## config.mk

```make
export PLATFORM = sky130hd
export DESIGN_NAME = utf8_color_tag_parser
export DESIGN_NICKNAME = d
export VERILOG_FILES = /design/src/rtl/uctp_pkg.sv /design/src/rtl/uctp_queue.sv /design/src/rtl/uctp_front.sv /design/src/rtl/uctp_back.sv /design/src/rtl/utf8_color_tag_parser.sv
export SDC_FILE = /design/constraint.sdc
export NUM_CORES = 1
export LEC_CHECK = 0
export ABC_AREA = 1
export CAP_MARGIN = 10
export CORE_MARGIN = 1
export CORE_UTILIZATION = 35
export CTS_BUF_LIST = sky130_fd_sc_hd__clkbuf_8
export CTS_CLUSTER_DIAMETER = 120
export DETAILED_ROUTE_END_ITERATION = 6
export DONT_BUFFER_PORTS = 1
export GPL_TIMING_DRIVEN = 0
export PLACE_DENSITY = 0.51
export SLEW_MARGIN = 5
export SYNTH_ARGS = -nofsm -noshare
export SYNTH_HDL_FRONTEND = slang
export SYNTH_HIERARCHICAL = 1
export SYNTH_SLANG_ARGS = --single-unit
```

## constraint.sdc

```tcl
create_clock -name i_clk -period 4.6 [get_ports i_clk]
set_input_delay 0.69 -clock i_clk [delete_from_list [all_inputs] [get_ports i_clk]]
set_output_delay 0.69 -clock i_clk [all_outputs]
set_load 0.01 [all_outputs]
```

## src/rtl/uctp_pkg.sv

```systemverilog
// Shared types for the UTF-8 color tag parser: front/back operation items
// and the front sequencer states. No dependencies.

package uctp_pkg;

    // Operations the front hands to the back through the queue.
    typedef enum logic [2:0] {
        OP_DECODE = 3'd0,   // run one byte through the UTF-8 decoder
        OP_EMIT   = 3'd1,   // send one code point out as is
        OP_FLUSH  = 3'd2,   // send out a truncated sequence, if any
        OP_END    = 3'd3,   // end of text: flush, go back to default color
        OP_SETCOL = 3'd4,   // color tag: use the carried RGB value
        OP_SETDEF = 3'd5    // closing tag: follow the default color
    } t_op_kind;

    typedef struct packed {
        t_op_kind    kind;
        logic [23:0] data;  // byte in [7:0] or RGB in [23:0]
        logic        last;  // last operation caused by its input item
    } t_op;

    typedef enum logic {
        FS_ACCEPT = 1'b0,
        FS_REPLAY = 1'b1
    } t_front_state;

    localparam int CFG_IDX_W = 2;
    localparam logic [CFG_IDX_W-1:0] CFG_DEFAULT_RED   = 2'd0;
    localparam logic [CFG_IDX_W-1:0] CFG_DEFAULT_GREEN = 2'd1;
    localparam logic [CFG_IDX_W-1:0] CFG_DEFAULT_BLUE  = 2'd2;

endpackage

```

## src/rtl/uctp_queue.sv

```systemverilog
// Small FIFO of operation items between front and back.
// Depends on uctp_pkg (t_op).

module uctp_queue #(
    parameter int DEPTH = 4
) (
    input  logic          i_clk,
    input  logic          i_rst_n,
    input  logic          i_push,
    input  uctp_pkg::t_op i_op,
    output logic          o_full,
    output logic          o_valid,
    output uctp_pkg::t_op o_op,
    input  logic          i_pop
);

    localparam int PTR_W = (DEPTH > 1) ? $clog2(DEPTH) : 1;
    localparam int CNT_W = $clog2(DEPTH + 1);

    uctp_pkg::t_op    r_mem [DEPTH];
    logic [PTR_W-1:0] r_wr_ptr, n_wr_ptr;
    logic [PTR_W-1:0] r_rd_ptr, n_rd_ptr;
    logic [CNT_W-1:0] r_count, n_count;

    assign o_full  = (r_count == CNT_W'(DEPTH));
    assign o_valid = (r_count != '0);
    assign o_op    = r_mem[r_rd_ptr];

    always_comb begin
        n_wr_ptr = r_wr_ptr;
        n_rd_ptr = r_rd_ptr;
        n_count  = r_count;
        if (i_push) begin
            n_wr_ptr = (r_wr_ptr == PTR_W'(DEPTH - 1)) ? '0 : PTR_W'(r_wr_ptr + 1'b1);
        end
        if (i_pop) begin
            n_rd_ptr = (r_rd_ptr == PTR_W'(DEPTH - 1)) ? '0 : PTR_W'(r_rd_ptr + 1'b1);
        end
        if (i_push && !i_pop) begin
            n_count = CNT_W'(r_count + 1'b1);
        end else if (!i_push && i_pop) begin
            n_count = CNT_W'(r_count - 1'b1);
        end
    end

    always_ff @(posedge i_clk) begin
        if (!i_rst_n) begin
            r_wr_ptr <= '0;
            r_rd_ptr <= '0;
            r_count  <= '0;
        end else begin
            r_wr_ptr <= n_wr_ptr;
            r_rd_ptr <= n_rd_ptr;
            r_count  <= n_count;
        end
    end

    always_ff @(posedge i_clk) begin
        if (i_push) begin
            r_mem[r_wr_ptr] <= i_op;
        end
    end

`ifndef ASSERT_OFF
    a_no_overflow: assert property (@(posedge i_clk) disable iff (!i_rst_n)
        i_push |-> (r_count != CNT_W'(DEPTH)))
        else $error("queue written while full");
`endif

endmodule

```

## src/rtl/uctp_front.sv

```systemverilog
// Front end: accepts text bytes, tracks tags, and turns each byte into
// queue operations, replaying a failed tag body. Depends on uctp_pkg.

module uctp_front (
    input  logic          i_clk,
    input  logic          i_rst_n,
    input  logic          i_in_valid,
    input  logic [7:0]    i_text_byte,
    output logic          o_in_stall,
    input  logic          i_q_full,
    output logic          o_push,
    output uctp_pkg::t_op o_op
);

    localparam logic [7:0] CH_OPEN  = 8'h5B;  // '['
    localparam logic [7:0] CH_CLOSE = 8'h5D;  // ']'
    localparam logic [7:0] CH_SLASH = 8'h2F;  // '/'
    localparam logic [7:0] CH_NUL   = 8'h00;

    // {valid, nibble}
    function automatic logic [4:0] decode_hex(input logic [7:0] c);
        logic [4:0] r;
        r = '0;
        if (c >= 8'h30 && c <= 8'h39) begin
            r = {1'b1, c[3:0]};
        end else if ((c >= 8'h61 && c <= 8'h66) || (c >= 8'h41 && c <= 8'h46)) begin
            r = {1'b1, 4'(c[3:0] + 4'd9)};
        end
        return r;
    endfunction

    uctp_pkg::t_front_state r_state, n_state;
    logic                   r_in_tag, n_in_tag;
    logic [2:0]             r_len, n_len;
    logic [7:0]             r_body [7];
    logic [2:0]             r_rep_len, n_rep_len;
    logic [2:0]             r_rep_idx, n_rep_idx;
    logic                   r_trail_valid, n_trail_valid;
    uctp_pkg::t_op_kind     r_trail_kind, n_trail_kind;
    logic [7:0]             r_trail_data, n_trail_data;

    logic        accept;
    logic        body_we;
    logic [2:0]  body_idx;
    logic [4:0]  hd [6];
    logic        all_hex;
    logic        tag_def;
    logic        tag_col;
    logic [23:0] tag_rgb;
    logic        rep_last;

    always_comb begin
        all_hex = 1'b1;
        for (int i = 0; i < 6; i++) begin
            hd[i]   = decode_hex(r_body[i]);
            all_hex = all_hex && hd[i][4];
        end
        tag_rgb = {hd[0][3:0], hd[1][3:0], hd[2][3:0], hd[3][3:0], hd[4][3:0], hd[5][3:0]};
        tag_def = (r_len == 3'd1) && (r_body[0] == CH_SLASH);
        tag_col = (r_len == 3'd6) && all_hex;
    end

    assign o_in_stall = (r_state != uctp_pkg::FS_ACCEPT) || i_q_full;
    assign accept     = i_in_valid && !o_in_stall;
    assign rep_last   = (3'(r_rep_idx + 3'd1) == r_rep_len);

    always_comb begin
        n_state       = r_state;
        n_in_tag      = r_in_tag;
        n_len         = r_len;
        n_rep_len     = r_rep_len;
        n_rep_idx     = r_rep_idx;
        n_trail_valid = r_trail_valid;
        n_trail_kind  = r_trail_kind;
        n_trail_data  = r_trail_data;
        body_we       = 1'b0;
        body_idx      = r_len;
        o_push        = 1'b0;
        o_op          = '0;

        unique case (r_state)
            uctp_pkg::FS_ACCEPT: begin
                if (accept) begin
                    if (!r_in_tag) begin
                        o_push      = 1'b1;
                        o_op.last   = 1'b1;
                        o_op.data   = {16'd0, i_text_byte};
                        if (i_text_byte == CH_NUL) begin
                            o_op.kind = uctp_pkg::OP_END;
                        end else if (i_text_byte == CH_OPEN) begin
                            o_op.kind = uctp_pkg::OP_FLUSH;
                            n_in_tag  = 1'b1;
                            n_len     = '0;
                        end else begin
                            o_op.kind = uctp_pkg::OP_DECODE;
                        end
                    end else if (i_text_byte == CH_CLOSE && (tag_def || tag_col)) begin
                        o_push    = 1'b1;
                        o_op.last = 1'b1;
                        o_op.kind = tag_def ? uctp_pkg::OP_SETDEF : uctp_pkg::OP_SETCOL;
                        o_op.data = tag_rgb;
                        n_in_tag  = 1'b0;
                        n_len     = '0;
                    end else if (i_text_byte != CH_CLOSE && i_text_byte != CH_OPEN
                                 && i_text_byte != CH_NUL && r_len < 3'd6) begin
                        // ordinary tag body byte
                        body_we = 1'b1;
                        n_len   = 3'(r_len + 3'd1);
                    end else begin
                        // failed tag: '[' now, then the body, then the trailing byte
                        o_push        = 1'b1;
                        o_op.kind     = uctp_pkg::OP_EMIT;
                        o_op.data     = {16'd0, CH_OPEN};
                        o_op.last     = 1'b0;
                        n_state       = uctp_pkg::FS_REPLAY;
                        n_rep_idx     = '0;
                        n_rep_len     = r_len;
                        n_in_tag      = 1'b0;
                        n_len         = '0;
                        n_trail_valid = 1'b1;
                        n_trail_data  = i_text_byte;
                        n_trail_kind  = uctp_pkg::OP_DECODE;
                        if (i_text_byte == CH_OPEN) begin
                            n_trail_kind = uctp_pkg::OP_FLUSH;
                            n_in_tag     = 1'b1;
                        end else if (i_text_byte == CH_NUL) begin
                            n_trail_kind = uctp_pkg::OP_END;
                        end else if (i_text_byte != CH_CLOSE) begin
                            // seventh body byte: kept and replayed, nothing trails
                            body_we       = 1'b1;
                            body_idx      = 3'd6;
                            n_rep_len     = 3'd7;
                            n_trail_valid = 1'b0;
                        end
                    end
                end
            end
            uctp_pkg::FS_REPLAY: begin
                if (!i_q_full) begin
                    o_push = 1'b1;
                    if (r_rep_idx != r_rep_len) begin
                        o_op.kind = uctp_pkg::OP_DECODE;
                        o_op.data = {16'd0, r_body[r_rep_idx]};
                        o_op.last = rep_last && !r_trail_valid;
                        n_rep_idx = 3'(r_rep_idx + 3'd1);
                        if (rep_last && !r_trail_valid) begin
                            n_state = uctp_pkg::FS_ACCEPT;
                        end
                    end else begin
                        o_op.kind = r_trail_kind;
                        o_op.data = {16'd0, r_trail_data};
                        o_op.last = 1'b1;
                        n_state   = uctp_pkg::FS_ACCEPT;
                    end
                end
            end
            default: begin
                n_state = uctp_pkg::FS_ACCEPT;
            end
        endcase
    end

    always_ff @(posedge i_clk) begin
        if (!i_rst_n) begin
            r_state       <= uctp_pkg::FS_ACCEPT;
            r_in_tag      <= 1'b0;
            r_len         <= '0;
            r_rep_len     <= '0;
            r_rep_idx     <= '0;
            r_trail_valid <= 1'b0;
            r_trail_kind  <= uctp_pkg::OP_DECODE;
            r_trail_data  <= '0;
        end else begin
            r_state       <= n_state;
            r_in_tag      <= n_in_tag;
            r_len         <= n_len;
            r_rep_len     <= n_rep_len;
            r_rep_idx     <= n_rep_idx;
            r_trail_valid <= n_trail_valid;
            r_trail_kind  <= n_trail_kind;
            r_trail_data  <= n_trail_data;
        end
    end

    always_ff @(posedge i_clk) begin
        if (body_we) begin
            r_body[body_idx] <= i_text_byte;
        end
    end

`ifndef ASSERT_OFF
    a_replay_in_range: assert property (@(posedge i_clk) disable iff (!i_rst_n)
        (r_state == uctp_pkg::FS_REPLAY) |-> (r_rep_idx <= r_rep_len))
        else $error("replay index ran past the held body");
`endif

endmodule

```

## src/rtl/uctp_back.sv

```systemverilog
// Back end: UTF-8 decoder, control-code filter, color state and the
// output stage that marks the last result of each item. Depends on uctp_pkg.

module uctp_back (
    input  logic          i_clk,
    input  logic          i_rst_n,
    input  logic [7:0]    i_def_red,
    input  logic [7:0]    i_def_green,
    input  logic [7:0]    i_def_blue,
    input  logic          i_q_valid,
    input  uctp_pkg::t_op i_q_op,
    output logic          o_q_pop,
    output logic          o_out_valid,
    input  logic          i_out_stall,
    output logic [20:0]   o_code_point,
    output logic [7:0]    o_red,
    output logic [7:0]    o_green,
    output logic [7:0]    o_blue,
    output logic          o_last_of_run
);

    typedef struct packed {
        logic [20:0] code_point;
        logic [23:0] rgb;
    } t_result;

    // decoder and color state
    logic [20:0] r_partial, n_partial;
    logic [1:0]  r_owed, n_owed;
    logic        r_follow, n_follow;
    logic [23:0] r_colour, n_colour;
    // hold slot: newest result, kept until we know whether it ends its item
    logic        r_hold_valid, n_hold_valid;
    logic        r_hold_final, n_hold_final;
    t_result     r_hold, n_hold;
    // output register
    logic        r_out_valid, n_out_valid;
    logic        r_out_last, n_out_last;
    t_result     r_out, n_out;

    logic [7:0]  b;
    logic        raw_v;
    logic [20:0] raw_cp;
    logic        done;
    logic        c_v;
    t_result     c_res;
    logic [20:0] s_partial;
    logic [1:0]  s_owed;
    logic        s_follow;
    logic [23:0] s_colour;
    logic [20:0] cat;

    // one operation step
    always_comb begin
        b         = i_q_op.data[7:0];
        cat       = {r_partial[14:0], b[5:0]};
        raw_v     = 1'b0;
        raw_cp    = '0;
        done      = 1'b1;
        s_partial = r_partial;
        s_owed    = r_owed;
        s_follow  = r_follow;
        s_colour  = r_colour;

        unique case (i_q_op.kind)
            uctp_pkg::OP_DECODE: begin
                if (r_owed != 2'd0) begin
                    if (b[7:6] == 2'b10) begin
                        s_owed = 2'(r_owed - 2'd1);
                        if (r_owed == 2'd1) begin
                            raw_v     = 1'b1;
                            raw_cp    = cat;
                            s_partial = '0;
                        end else begin
                            s_partial = cat;
                        end
                    end else begin
                        // truncated sequence: send it, keep this byte in the queue and handle it again
                        raw_v     = 1'b1;
                        raw_cp    = r_partial;
                        s_owed    = '0;
                        s_partial = '0;
                        done      = 1'b0;
                    end
                end else if (b >= 8'hF0) begin
                    s_partial = {18'd0, b[2:0]};
                    s_owed    = 2'd3;
                end else if (b >= 8'hE0) begin
                    s_partial = {17'd0, b[3:0]};
                    s_owed    = 2'd2;
                end else if (b >= 8'hC0) begin
                    s_partial = {16'd0, b[4:0]};
                    s_owed    = 2'd1;
                end else begin
                    raw_v  = 1'b1;
                    raw_cp = {13'd0, b};
                end
            end
            uctp_pkg::OP_EMIT: begin
                raw_v  = 1'b1;
                raw_cp = {13'd0, b};
            end
            uctp_pkg::OP_FLUSH, uctp_pkg::OP_END: begin
                raw_v     = (r_owed != 2'd0);
                raw_cp    = r_partial;
                s_owed    = '0;
                s_partial = '0;
                if (i_q_op.kind == uctp_pkg::OP_END) begin
                    s_follow = 1'b1;
                end
            end
            uctp_pkg::OP_SETCOL: begin
                s_colour = i_q_op.data;
                s_follow = 1'b0;
            end
            uctp_pkg::OP_SETDEF: begin
                s_follow = 1'b1;
            end
            default: begin
            end
        endcase

        // newline survives, every other code below 0x20 (CR too) is dropped
        c_v              = raw_v && ((raw_cp >= 21'h20) || (raw_cp == 21'h0A));
        c_res.code_point = raw_cp;
        c_res.rgb        = r_follow ? {i_def_red, i_def_green, i_def_blue} : r_colour;
    end

    logic load_ok;
    logic drain;
    logic blocked;
    logic hold_live;
    logic load_left;
    logic item_end;
    logic go;

    always_comb begin
        load_ok   = !r_out_valid || !i_out_stall;
        drain     = r_hold_valid && r_hold_final && load_ok;
        blocked   = r_hold_valid && r_hold_final && !load_ok;
        hold_live = r_hold_valid && !r_hold_final;
        load_left = load_ok && !drain;
        item_end  = done && i_q_op.last;
        go        = 1'b0;

        n_out_valid  = r_out_valid && !load_ok;
        n_out        = r_out;
        n_out_last   = r_out_last;
        n_hold_valid = r_hold_valid;
        n_hold_final = r_hold_final;
        n_hold       = r_hold;

        if (drain) begin
            n_out_valid  = 1'b1;
            n_out        = r_hold;
            n_out_last   = 1'b1;
            n_hold_valid = 1'b0;
            n_hold_final = 1'b0;
        end

        if (i_q_valid && !blocked) begin
            if (!c_v) begin
                go = 1'b1;
                if (item_end && hold_live) begin
                    n_hold_final = 1'b1;
                end
            end else if (!hold_live) begin
                go = 1'b1;
                if (item_end && load_left) begin
                    n_out_valid = 1'b1;
                    n_out       = c_res;
                    n_out_last  = 1'b1;
                end else begin
                    n_hold_valid = 1'b1;
                    n_hold_final = item_end;
                    n_hold       = c_res;
                end
            end else if (load_left) begin
                go           = 1'b1;
                n_out_valid  = 1'b1;
                n_out        = r_hold;
                n_out_last   = 1'b0;
                n_hold_valid = 1'b1;
                n_hold_final = item_end;
                n_hold       = c_res;
            end
        end

        n_partial = go ? s_partial : r_partial;
        n_owed    = go ? s_owed    : r_owed;
        n_follow  = go ? s_follow  : r_follow;
        n_colour  = go ? s_colour  : r_colour;
    end

    assign o_q_pop       = go && done;
    assign o_out_valid   = r_out_valid;
    assign o_code_point  = r_out.code_point;
    assign o_red         = r_out.rgb[23:16];
    assign o_green       = r_out.rgb[15:8];
    assign o_blue        = r_out.rgb[7:0];
    assign o_last_of_run = r_out_last;

    always_ff @(posedge i_clk) begin
        if (!i_rst_n) begin
            r_partial    <= '0;
            r_owed       <= '0;
            r_follow     <= 1'b1;
            r_colour     <= 24'hFFFFFF;
            r_hold_valid <= 1'b0;
            r_hold_final <= 1'b0;
            r_out_valid  <= 1'b0;
        end else begin
            r_partial    <= n_partial;
            r_owed       <= n_owed;
            r_follow     <= n_follow;
            r_colour     <= n_colour;
            r_hold_valid <= n_hold_valid;
            r_hold_final <= n_hold_final;
            r_out_valid  <= n_out_valid;
        end
    end

    always_ff @(posedge i_clk) begin
        r_hold     <= n_hold;
        r_out      <= n_out;
        r_out_last <= n_out_last;
    end

`ifndef ASSERT_OFF
    a_partial_clear: assert property (@(posedge i_clk) disable iff (!i_rst_n)
        (r_owed == 2'd0) |-> (r_partial == 21'd0))
        else $error("partial code left over with no bytes owed");

    a_final_needs_hold: assert property (@(posedge i_clk) disable iff (!i_rst_n)
        r_hold_final |-> r_hold_valid)
        else $error("final mark on an empty hold slot");

    a_no_pop_empty: assert property (@(posedge i_clk) disable iff (!i_rst_n)
        o_q_pop |-> i_q_valid)
        else $error("pop from empty queue");
`endif

endmodule

```

## src/rtl/utf8_color_tag_parser.sv

```systemverilog
// Top level of the UTF-8 color tag parser: config registers, front end,
// operation queue and back end. Depends on uctp_pkg, uctp_front, uctp_queue, uctp_back.
//
//  channel  | direction | handshake                  | payload
//  ---------+-----------+----------------------------+----------------------------------
//  in       | to block  | i_in_valid / o_in_stall    | i_text_byte
//  out      | from block| o_out_valid / i_out_stall  | o_code_point, o_red, o_green,
//           |           |                            | o_blue, o_last_of_run
//  cfg      | to block  | i_cfg_wr_en                | i_cfg_index, i_cfg_data
//
// Plain text runs at one byte per cycle while the queue is not full; each result is registered
// in the output register, or first in the hold slot. A failed tag stalls the input while the
// front sequencer replays the held body bytes and any trailing byte, pushing one operation per
// cycle into the queue while it is not full; the cycle taking the failing byte pushes the '['.
// A truncated UTF-8 sequence cut off by another byte is sent first; that byte is handled again.
// Reset is synchronous, active low; no clearing pass, tag body storage is not reset.
// Output stall fills the QUEUE_DEPTH-entry queue, which then stalls the input.

module utf8_color_tag_parser #(
    parameter int QUEUE_DEPTH = 4
) (
    input  logic                           i_clk,
    input  logic                           i_rst_n,
    // text in
    input  logic                           i_in_valid,
    output logic                           o_in_stall,
    input  logic [7:0]                     i_text_byte,
    // code points out
    output logic                           o_out_valid,
    input  logic                           i_out_stall,
    output logic [20:0]                    o_code_point,
    output logic [7:0]                     o_red,
    output logic [7:0]                     o_green,
    output logic [7:0]                     o_blue,
    output logic                           o_last_of_run,
    // config writes
    input  logic                           i_cfg_wr_en,
    input  logic [uctp_pkg::CFG_IDX_W-1:0] i_cfg_index,
    input  logic [7:0]                     i_cfg_data
);

    // Default text color. Read live by the back end, so a write shows up
    // on the next item that runs in default color.
    logic [7:0] r_def_red;
    logic [7:0] r_def_green;
    logic [7:0] r_def_blue;

    always_ff @(posedge i_clk) begin
        if (!i_rst_n) begin
            r_def_red   <= 8'hFF;
            r_def_green <= 8'hFF;
            r_def_blue  <= 8'hFF;
        end else if (i_cfg_wr_en) begin
            unique case (i_cfg_index)
                uctp_pkg::CFG_DEFAULT_RED:   r_def_red   <= i_cfg_data;
                uctp_pkg::CFG_DEFAULT_GREEN: r_def_green <= i_cfg_data;
                uctp_pkg::CFG_DEFAULT_BLUE:  r_def_blue  <= i_cfg_data;
                default: begin
                    // unused index: write dropped
                end
            endcase
        end
    end

    // front -> queue -> back
    logic          push;
    uctp_pkg::t_op push_op;
    logic          q_full;
    logic          q_valid;
    uctp_pkg::t_op q_op;
    logic          q_pop;

    // Front: tag tracking and failed-tag replay; emits decode, emit, flush, end and color operations.
    uctp_front u_front (
        .i_clk       (i_clk),
        .i_rst_n     (i_rst_n),
        .i_in_valid  (i_in_valid),
        .i_text_byte (i_text_byte),
        .o_in_stall  (o_in_stall),
        .i_q_full    (q_full),
        .o_push      (push),
        .o_op        (push_op)
    );

    // Queue decouples the two sides so output stall does not stop the front at once.
    uctp_queue #(
        .DEPTH (QUEUE_DEPTH)
    ) u_queue (
        .i_clk   (i_clk),
        .i_rst_n (i_rst_n),
        .i_push  (push),
        .i_op    (push_op),
        .o_full  (q_full),
        .o_valid (q_valid),
        .o_op    (q_op),
        .i_pop   (q_pop)
    );

    // Back: UTF-8 decode, filtering, color, and last-of-run marking.
    uctp_back u_back (
        .i_clk         (i_clk),
        .i_rst_n       (i_rst_n),
        .i_def_red     (r_def_red),
        .i_def_green   (r_def_green),
        .i_def_blue    (r_def_blue),
        .i_q_valid     (q_valid),
        .i_q_op        (q_op),
        .o_q_pop       (q_pop),
        .o_out_valid   (o_out_valid),
        .i_out_stall   (i_out_stall),
        .o_code_point  (o_code_point),
        .o_red         (o_red),
        .o_green       (o_green),
        .o_blue        (o_blue),
        .o_last_of_run (o_last_of_run)
    );

endmodule
```

Word-level counts from Yosys, hierarchy flattened:

Memories as Yosys holds them, arrays and structs flattened. A register that Yosys moved wholly into a read port is not among the register bits.
Index checks and enable logic that the tools add are counted.

* bits in writable memories: 168
* output and inout bits: 48
* input port bits: 23
* logic and storage cells: 364
* bits in latches: 0
* memories kept: 2
* memory bits (read-only): 0
* bits in registers: 196

Memories
* u_queue.r_mem: depth 4, bits a word 28, rd ports 1, clocked after Yosys merged registers in 1, wr ports 1, line uctp_queue.sv:20 `uctp_pkg::t_op r_mem [DEPTH];`
* u_front.r_body: depth 7, bits a word 8, rd ports 7, clocked after Yosys merged registers in 1, wr ports 1, line uctp_front.sv:35 `logic [7:0] r_body [7];`

* $mul: 0
* shift-type cells: 0
* reduce and logical (&&, ||, !) cells: 87
* bitwise operators: 3
* add/subtract/negate cells: 13
* $lt $le $gt $ge: 41
* equality and inequality tests: 33
* divide/modulo/power cells: 0
* mux-type cells: 159

Operators by type and width (count)
* $mux 45: 9
* $mux 21: 11
* $mux 28: 5
* $ge 8x7->1 const B: 12
* $le 8x7->1 const B: 12
* $mux 3: 28
* $mux 1: 71
* $pmux 21 s3: 1
* $mux 5: 12
* $pmux 28 s2: 1
* $ge 8x6->1 const B: 6
* $le 8x6->1 const B: 6
* $logic_and 1x1->1: 45
* $pmux 21 s2: 1
* $mux 26: 1
* $add 4x4->4 const B: 6
* $ge 8x8->1 const B: 3
* $mux 24: 1
* $mux 2: 11
* $eq 21x4->1 const B: 1
* $ge 21x6->1 const B: 1
* $eq 8x7->1 const B: 2
* $ne 8x7->1 const B: 2
* $eq 3x3->1 const B: 4
* other kinds (35): 84

Longest topological paths before layout:

Gate-level depths: netlist (run 1).
An unclocked memory read counts as a cell.

* word-level depth: 22
* gate-level depth with buffers: 34
* depth with buffers taken out: 28

By module:

The synthesis (run 1) kept the hierarchy.

Modules (own cells, without submodules)
* uctp_back: times used 1, cells each 1141, sequential area each 3303.2 um^2, area each 7858.8 um^2
* uctp_front: times used 1, cells each 629, sequential area each 2422.3 um^2, area each 5159.9 um^2
* uctp_queue: times used 1, cells each 331, sequential area each 3543.4 um^2, area each 4616.9 um^2
* utf8_color_tag_parser: times used 1, cells each 109, sequential area each 480.5 um^2, area each 970.9 um^2

Least setup slack after synthesis (run 1):

No wires, ideal clock.

* path kind: reg-to-reg
* start: register (tool-made name)
* end: register u_queue.r_count[1]
* stages on the path, launching flop included: 30
* data required time: 4484 ps
* arrival time: 3651 ps
* buffers on the path: 6
* period minus slack after synthesis: 3767 ps
* setup slack: 833 ps
* library setup time: 116 ps
* cell sequence: dfxtp_1 -> buf_6 -> inv_2 -> buf_6 -> buf_6 -> nor2_1 -> o22ai_1 -> inv_2 -> nand2_2 -> buf_6 -> nand2_1 -> nand2_1 -> nor2_1 -> nor2_2 -> nand3_1 -> nor2_1 -> nand2_1 -> nor2_1 -> nand2_2 -> nand3_2 -> buf_6 -> buf_4 -> nand2_1 -> nor2_1 -> inv_1 -> ha_1 -> inv_1 -> fa_1 -> o21ai_0 -> nor2_1

RTL lines
* end signal: assignment: line uctp_queue.sv:54 `r_count <= n_count;`
* end: declaration: line uctp_queue.sv:23 `logic [CNT_W-1:0] r_count, n_count;`

==> results of run 1 <==
-- layer usage --
| layer | wire length [µm] | up-vias |
|---|---|---|
| met2 | 25800 | 438 |
| met4 | 1820 | 0 |
| met1 | 23900 | 7310 |
| met5 | 0 | - |
| met3 | 2800 | 111 |
| li1 | - | 7633 |
-- logic make-up (layout without fill, tap and decap cells) --
| logic type | count (synthesis) | in the layout | share of synthesized area [%] |
|---|---|---|---|
| compound gates | 370 | 370 | 11.5 |
| simple gates | 1037 | 1037 | 24.2 |
| flops | 376 | 376 | 52.4 |
| xor+xnor | 14 | 14 | 0.659 |
| fa+ha+maj | 31 | 31 | 2.12 |
| other cells | 1 | 8 | 0.0202 |
| mux | 14 | 14 | 0.753 |
| buf+inv | 367 | 513 | 8.41 |
-- cells in the final DEF, fill, tap and decap left out, types with 4 or more instances in the layout --
master	instances
clkbuf_2	6
clkinv_1	14
a21oi_1	59
inv_1	263
ha_1	30
buf_6	18
nand2_4	5
clkinv_2	8
nand3_4	5
buf_1	4
edfxtp_1	222
nor2_2	14
o21ai_0	171
o211ai_1	8
nand3_1	123
xor2_1	11
nor3_1	10
nand3_2	5
a22oi_1	6
buf_4	21
a21oi_2	4
inv_2	17
clkbuf_8	78
nor4_2	6
nand2_2	8
buf_2	19
nand4_1	70
nor2_4	4
dfxtp_1	153
mux2i_1	14
nor2_1	279
o22ai_1	36
nand2_1	496
clkbuf_1	51
o21ai_1	31
a221oi_1	37
conb_1	8
-- flip-flops by register name, summed over array words and instances, names as in the netlist, 8 cells and up, named ones only --
name / count
u_back/o_blue: 8
u_back/o_code_point: 21
u_back/o_green: 8
r_def_red: 8
u_front/r_trail_data: 8
u_queue/r_mem: 112
u_back/r_partial: 21
u_back/r_hold: 45
u_back/r_colour: 24
u_back/o_red: 8
r_def_green: 8
u_front/r_body: 64
r_def_blue: 8
-- where the power goes --
group	switching, mW	total, mW	internal, mW
Combinational	4.08	5.91	1.83
Sequential	0.464	4.86	4.39
Clock	1.46	3.14	1.68
Total	6.00	13.9	7.90
-- critical path, stage by stage (launching register included) --
cell and delay (ns):
dfxtp_2 0.37, buf_6 0.15, inv_2 0.04, buf_6 0.14, buf_6 0.15, nor2_1 0.12
o22ai_2 0.12, buf_4 0.17, buf_4 0.17, nand2_2 0.15, buf_6 0.17, nor2_1 0.06
a22oi_1 0.23, nand2_1 0.18, nor2_1 0.12, nand3_1 0.09, nor2_2 0.12, nand2_2 0.10
nand3_4 0.13, buf_12 0.13, nand2_1 0.08, nor2_4 0.21, inv_1 0.11, ha_1 0.21
inv_1 0.10, fa_1 0.42, o21ai_1 0.15, nor2_1 0.05
-- area by class of cell --
| class | instances | area share (%) |
|---|---|---|
| clock buffer | 78 | 5.06 |
| sequential | 376 | 45.9 |
| clock inverter | 49 | 1.31 |
| timing repair buffer | 20 | 1.04 |
| tap | 688 | 4.06 |
| inverter | 261 | 4.64 |
| multi-input combinational | 1474 | 35.1 |
| buffer | 105 | 2.84 |
-- worst paths after layout --
path,start,end,slack [ns],cells after the start
worst min register to register,r_def_blue[7],r_def_blue[7],0.45,2
worst min-delay path,i_text_byte[0],u_front/r_body[5][0],0.13,0
worst max-delay path,flop,u_queue/r_count[1],0.24,27
worst max register to register,flop,u_queue/r_count[1],0.24,27
-- repair_timing --
action	in CTS	in global routing
pin swaps	4	7
cloned	0	1
setup endpoints to repair	7	2
hold endpoints to repair	0	0
gates resized for setup	29	9
setup buffers	5	5
-- through the flow --
stage / hold WS (ns) / power [mW]
after floorplan: 0.429 / 8.85
after global placement: 0.440 / 10.5
after detailed placement: 0.444 / 10.6
after CTS: 0.0695 / 14.0
after global routing: 0.0768 / 14.9
final: 0.132 / 13.9
==> out/results.ini, run 1 <==
[synthesis]
synth_area_mm2 = 0.0186
synthTopCellsByArea = edfxtp_1 (36%), dfxtp_1 (17%), nand2_1 (10%), nor2_1 (5.8%), inv_1 (4.9%)
yosysUniqueCellTypes = 50
ys_ff_latch = 376
synthDominantCellAreaShare_pct = 35.8
synth_cells = 2210
synth_edf_count = 222
synth_common_cells = nand2_1 (496), nor2_1 (287), inv_1 (241), edfxtp_1 (222), o21ai_0 (173)
syn_avg_cell_area_um2 = 8.42
async_flop_share_pct = 0
synthFlopType = edfxtp_1
synth_area_leader_cell = edfxtp_1
synth.most_common_cell = nand2_1
ys_seq_area_share_pct = 52.4
yosysWarnings = 6

[timing]
min_period_ns = 4.36
worstMarginPinSlew_ns = 1.09
timing.fmax_mhz = 229
timing.final.ws_setup_ns = 0.238
hold_viol = 0
slew_headroom_pct = 26.8
maxSlewViolCount = 0
setup_viol = 0
finalClockSkew_ns = 0.0370
min_period_over_period_pct = 94.8
rsz0062_at_grt = false
fin_tns_setup_ns = 0

[detailed_routing]
wire_per_inst_um = 17.8
dr.pass1.iters = 7
first_iter_violations = 1006
final_antenna_net_count = 0
route.detailed.drc = 0
routed_wirelength_mm = 54.3
num_vias = 15492
viasPerCell = 5.08

[place]
dp_slack_ns = -0.754
hpwlAfterDp_mm = 38.8
placed_cells = 2914
gp_congestion = 0.892
place_area_mm2 = 0.0197
portBuffers = 0

[cells_and_area]
drive_above_1_share_pct = 10.5
syn_to_final_growth_pct = 14.1
fin_util_pct = 40.4
instances_no_fill = 3051
n_antenna_cell = 0
finalInstanceArea_mm2 = 0.0212
final_nets = 2362
regArea_mm2 = 0.00975
multi_input_comb_area_mm2 = 0.00745
fillCellCount = 5398

[clock_network]
clock_latency_ns = 0.65
htree_levels = 3
holdBufCountCts = 0
path_clk_slew_ns = 0.06
tritoncts = built
clock_path_buffers = 3
cts_buffers = 70
cts.sinks = 376
clock-root-buffer = clkbuf_8

[die]
initial_core_util_pct = 35.4
die-area_mm2 = 0.0541
num_io_pins = 71
die_height_um = 233
chipWidth_um = 233
core_area_mm2 = 0.0526
rows = 84

[power_and_ir_drop]
vdd_drop_max_mv = 0.309
p_per_area_mw_per_mm2 = 655
p_leak_nw = 9.19

[global_routing]
grt_pass1_wl_mm = 83.4
grtUsageMet1_pct = 25.1
use_met2_pct = 33.3
grt_pass1_vias = 14768
grt_max_degree = 34
grt_usage_pct = 20.0
use_met3_pct = 4.30
antenna_found_initial = 3
grt_busiest_layer = met2
grt_overflow_total = 0

[worst_setup_path]
crit_path_end_kind = flop
path_max_fanout = 10
cp-start-kind = flop
arrival_ns = 4.88
worst-setup-path-type = reg -> reg
crit_required_ns = 5.12

[run]
drv_cap = 0

[status]
outcome = complete, no violations

[hold_path]
hp-class = in -> reg

No activity file was read; power rests on OpenSTA's default activity.
==> run 2, diff against run 1 <==
--- a/config.mk
+++ b/config.mk
@@ -14,7 +14,7 @@
 export DETAILED_ROUTE_END_ITERATION = 6
 export DONT_BUFFER_PORTS = 1
 export GPL_TIMING_DRIVEN = 0
-export PLACE_DENSITY = 0.51
+export PLACE_DENSITY = 0.5
 export SLEW_MARGIN = 5
 export SYNTH_ARGS = -nofsm -noshare
 export SYNTH_HDL_FRONTEND = slang
==> out/results.ini, run 2 (synthesized netlist as in run 1, its figures left out) <==
[status]
outcome = complete, no violations

[cells_and_area]
largest_reg_flops = 112  ; unchanged
drive_above_1_share_pct = 11.0  ; +0.56 points
fillCellCount = 5368  ; -0.56%
n_antenna_cell = 0  ; unchanged
reg_top3 = u_queue/r_mem x112, u_front/r_body x64, u_back/r_hold x45
final_nets = 2361  ; -0.042%
syn_to_final_growth_pct = 14.2
top_register = u_queue/r_mem
layout_commonest_cell = nand2_1
final_cell_mix = nand2_1 (494), nor2_1 (278), inv_1 (255)

[timing]
whs_ns = 0.132  ; +0.0000230 ns
min_period_over_period_pct = 91.8  ; -3.1 points
hold_viol = 0  ; unchanged
min_period_ns = 4.22  ; -0.141 ns
worstMarginPinSlew_ns = 1.01  ; -0.0784 ns
maxSlewViolCount = 0  ; unchanged
slew_headroom_pct = 32.0  ; +5.3 points
timing.fmax_mhz = 237  ; +3.3%
setup_viol = 0  ; unchanged
rsz0062_at_grt = false
fin_tns_setup_ns = 0  ; unchanged
finalClockSkew_ns = 0.0322  ; -0.00486 ns

[die]
chipWidth_um = 233  ; unchanged
num_io_pins = 71  ; unchanged
die-area_mm2 = 0.0541  ; unchanged
initial_core_util_pct = 35.4  ; unchanged
die_height_um = 233  ; unchanged
core_area_mm2 = 0.0526  ; unchanged
rows = 84  ; unchanged

[worst_setup_path]
r2r_end = u_queue/r_count[1]
crit_required_ns = 5.12  ; about the same
crit_path_end_kind = flop
path_max_fanout = 19  ; +9
worstRegToRegCells = 26  ; -3.7%
arrival_ns = 4.74  ; -0.14 ns
r2r_slack_ns = 0.38  ; +0.14 ns
worst-setup-path-type = reg -> reg
cp-start-kind = flop

[power_and_ir_drop]
p_leak_nw = 9.16  ; -0.26%
vdd_drop_max_mv = 0.429  ; +39%
p_per_area_mw_per_mm2 = 655  ; about the same
power_mw = 13.9  ; about the same

[detailed_routing]
wire_per_inst_um = 17.9  ; +0.79%
routed_wirelength_mm = 54.7  ; +0.72%
first_iter_violations = 1203  ; +20%
num_vias = 15385  ; -0.69%
final_antenna_net_count = 0  ; unchanged
viasPerCell = 5.05  ; -0.63%
dr.pass1.iters = 5  ; -2
route.detailed.drc = 0  ; unchanged

[clock_network]
htree_levels = 3  ; unchanged
holdBufCountCts = 0  ; unchanged
tritoncts = built
cts.sinks = 376  ; unchanged
clock_path_buffers = 3  ; unchanged
path_clk_slew_ns = 0.06  ; about the same
cts_buffers = 69  ; -1.4%
clock_latency_ns = 0.65  ; about the same
clock-root-buffer = clkbuf_8

[global_routing]
grt_overflow_total = 0  ; unchanged
grt_max_degree = 40  ; +18%
grt_pass1_wl_mm = 85.0  ; +2.0%
grt_usage_pct = 20.4  ; +0.39 points
grt_pass1_vias = 15210  ; +3.0%
antenna_found_initial = 0  ; -3

[run]
drv_cap = 0  ; unchanged

[place]
gp_congestion = 0.899  ; +0.75%
hpwlAfterDp_mm = 39.3  ; +1.4%
portBuffers = 0  ; unchanged

[hold_path]
min_from = i_text_byte[4]
min_path_cells = 0  ; unchanged
hp-class = in -> reg
hold-path-endpoint = u_front/r_body[2][4]

run 2: cell types whose count changed in the layout (fill, tap and decap cells not counted), moves of 3 or more:
cell	change
o22ai_1	-3
clkinv_2	+8
inv_1	-8
buf_8	+3
run 2: through the flow:
step,util [%],instances,area (µm²),setup slack (ns)
4_1_cts,40.2,3045,21100,0.0183
3_5_place_dp,37.4,2914,19700,-0.872
2_1_floorplan,-,2217,18600,0.833
3_3_place_gp,37.1,2905,19500,-0.838
6_report,40.4,3049,21200,0.379
5_1_grt,40.4,3049,21200,0.0639
run 2: repair_timing:
action	in CTS	in global routing
endpoints found under the setup margin	7	3
buffers inserted	6	5
pin swaps	7	5
resized for setup	30	24
run 2: worst max path at each step:
stage          start                  to  slack (ns)
2_1_floorplan   flop  u_queue/r_count[1]        0.83
3_3_place_gp    flop  u_queue/r_count[1]       -0.84
3_5_place_dp    flop  u_queue/r_count[1]       -0.87
4_1_cts         flop  u_queue/r_count[1]        0.02
5_1_grt         flop  u_queue/r_count[1]        0.06
6_report        flop  u_queue/r_count[1]        0.38
run 2: final cells by class:
class,count,area [µm²],share of cell area (%)
Timing Repair Buffer,20,220,1.04
Buffer,105,606,2.85
Sequential cell,376,9750,45.9
Clock inverter,47,243,1.14
Tap cell,688,861,4.05
Clock buffer,78,1070,5.05
Inverter,261,985,4.63
Multi-Input combinational cell,1474,7510,35.3
run 2: power by group:
| part | switching (mW) | total [mW] | leakage (nW) | internal, mW |
|---|---|---|---|---|
| registers | 0.470 | 4.87 | 3.40 | 4.40 |
| clock network | 1.45 | 3.06 | 0.752 | 1.62 |
| logic | 4.12 | 5.98 | 5.01 | 1.86 |
run 2: routing by layer:
metal / vias to the layer above / GRT usage [%] / routed length (µm)
met5: - / 0 / 0
met4: 0 / 7.74 / 1550
met3: 98 / 3.96 / 2940
met2: 408 / 34.5 / 26300
met1: 7228 / 25.5 / 23900
li1: 7651 / - / -
run 2: worst max-delay path, stage by stage, from the launching register on:
cell and delay (ns):
dfxtp_4 0.36, buf_6 0.14, inv_2 0.06, clkbuf_2 0.23
o21ai_0 0.20, o22ai_4 0.24, inv_2 0.13, nand2_4 0.17
inv_2 0.14, nand2_1 0.07, o21ai_0 0.07, nor2_1 0.22
nand2_1 0.08, nor2_1 0.08, nand2_1 0.09, nor2_2 0.15
nand2_2 0.10, nand3_4 0.10, buf_8 0.19, nand2_1 0.10
nor2_4 0.20, inv_2 0.08, ha_1 0.20, inv_1 0.09
fa_1 0.42, o21ai_1 0.15, nor2_1 0.05
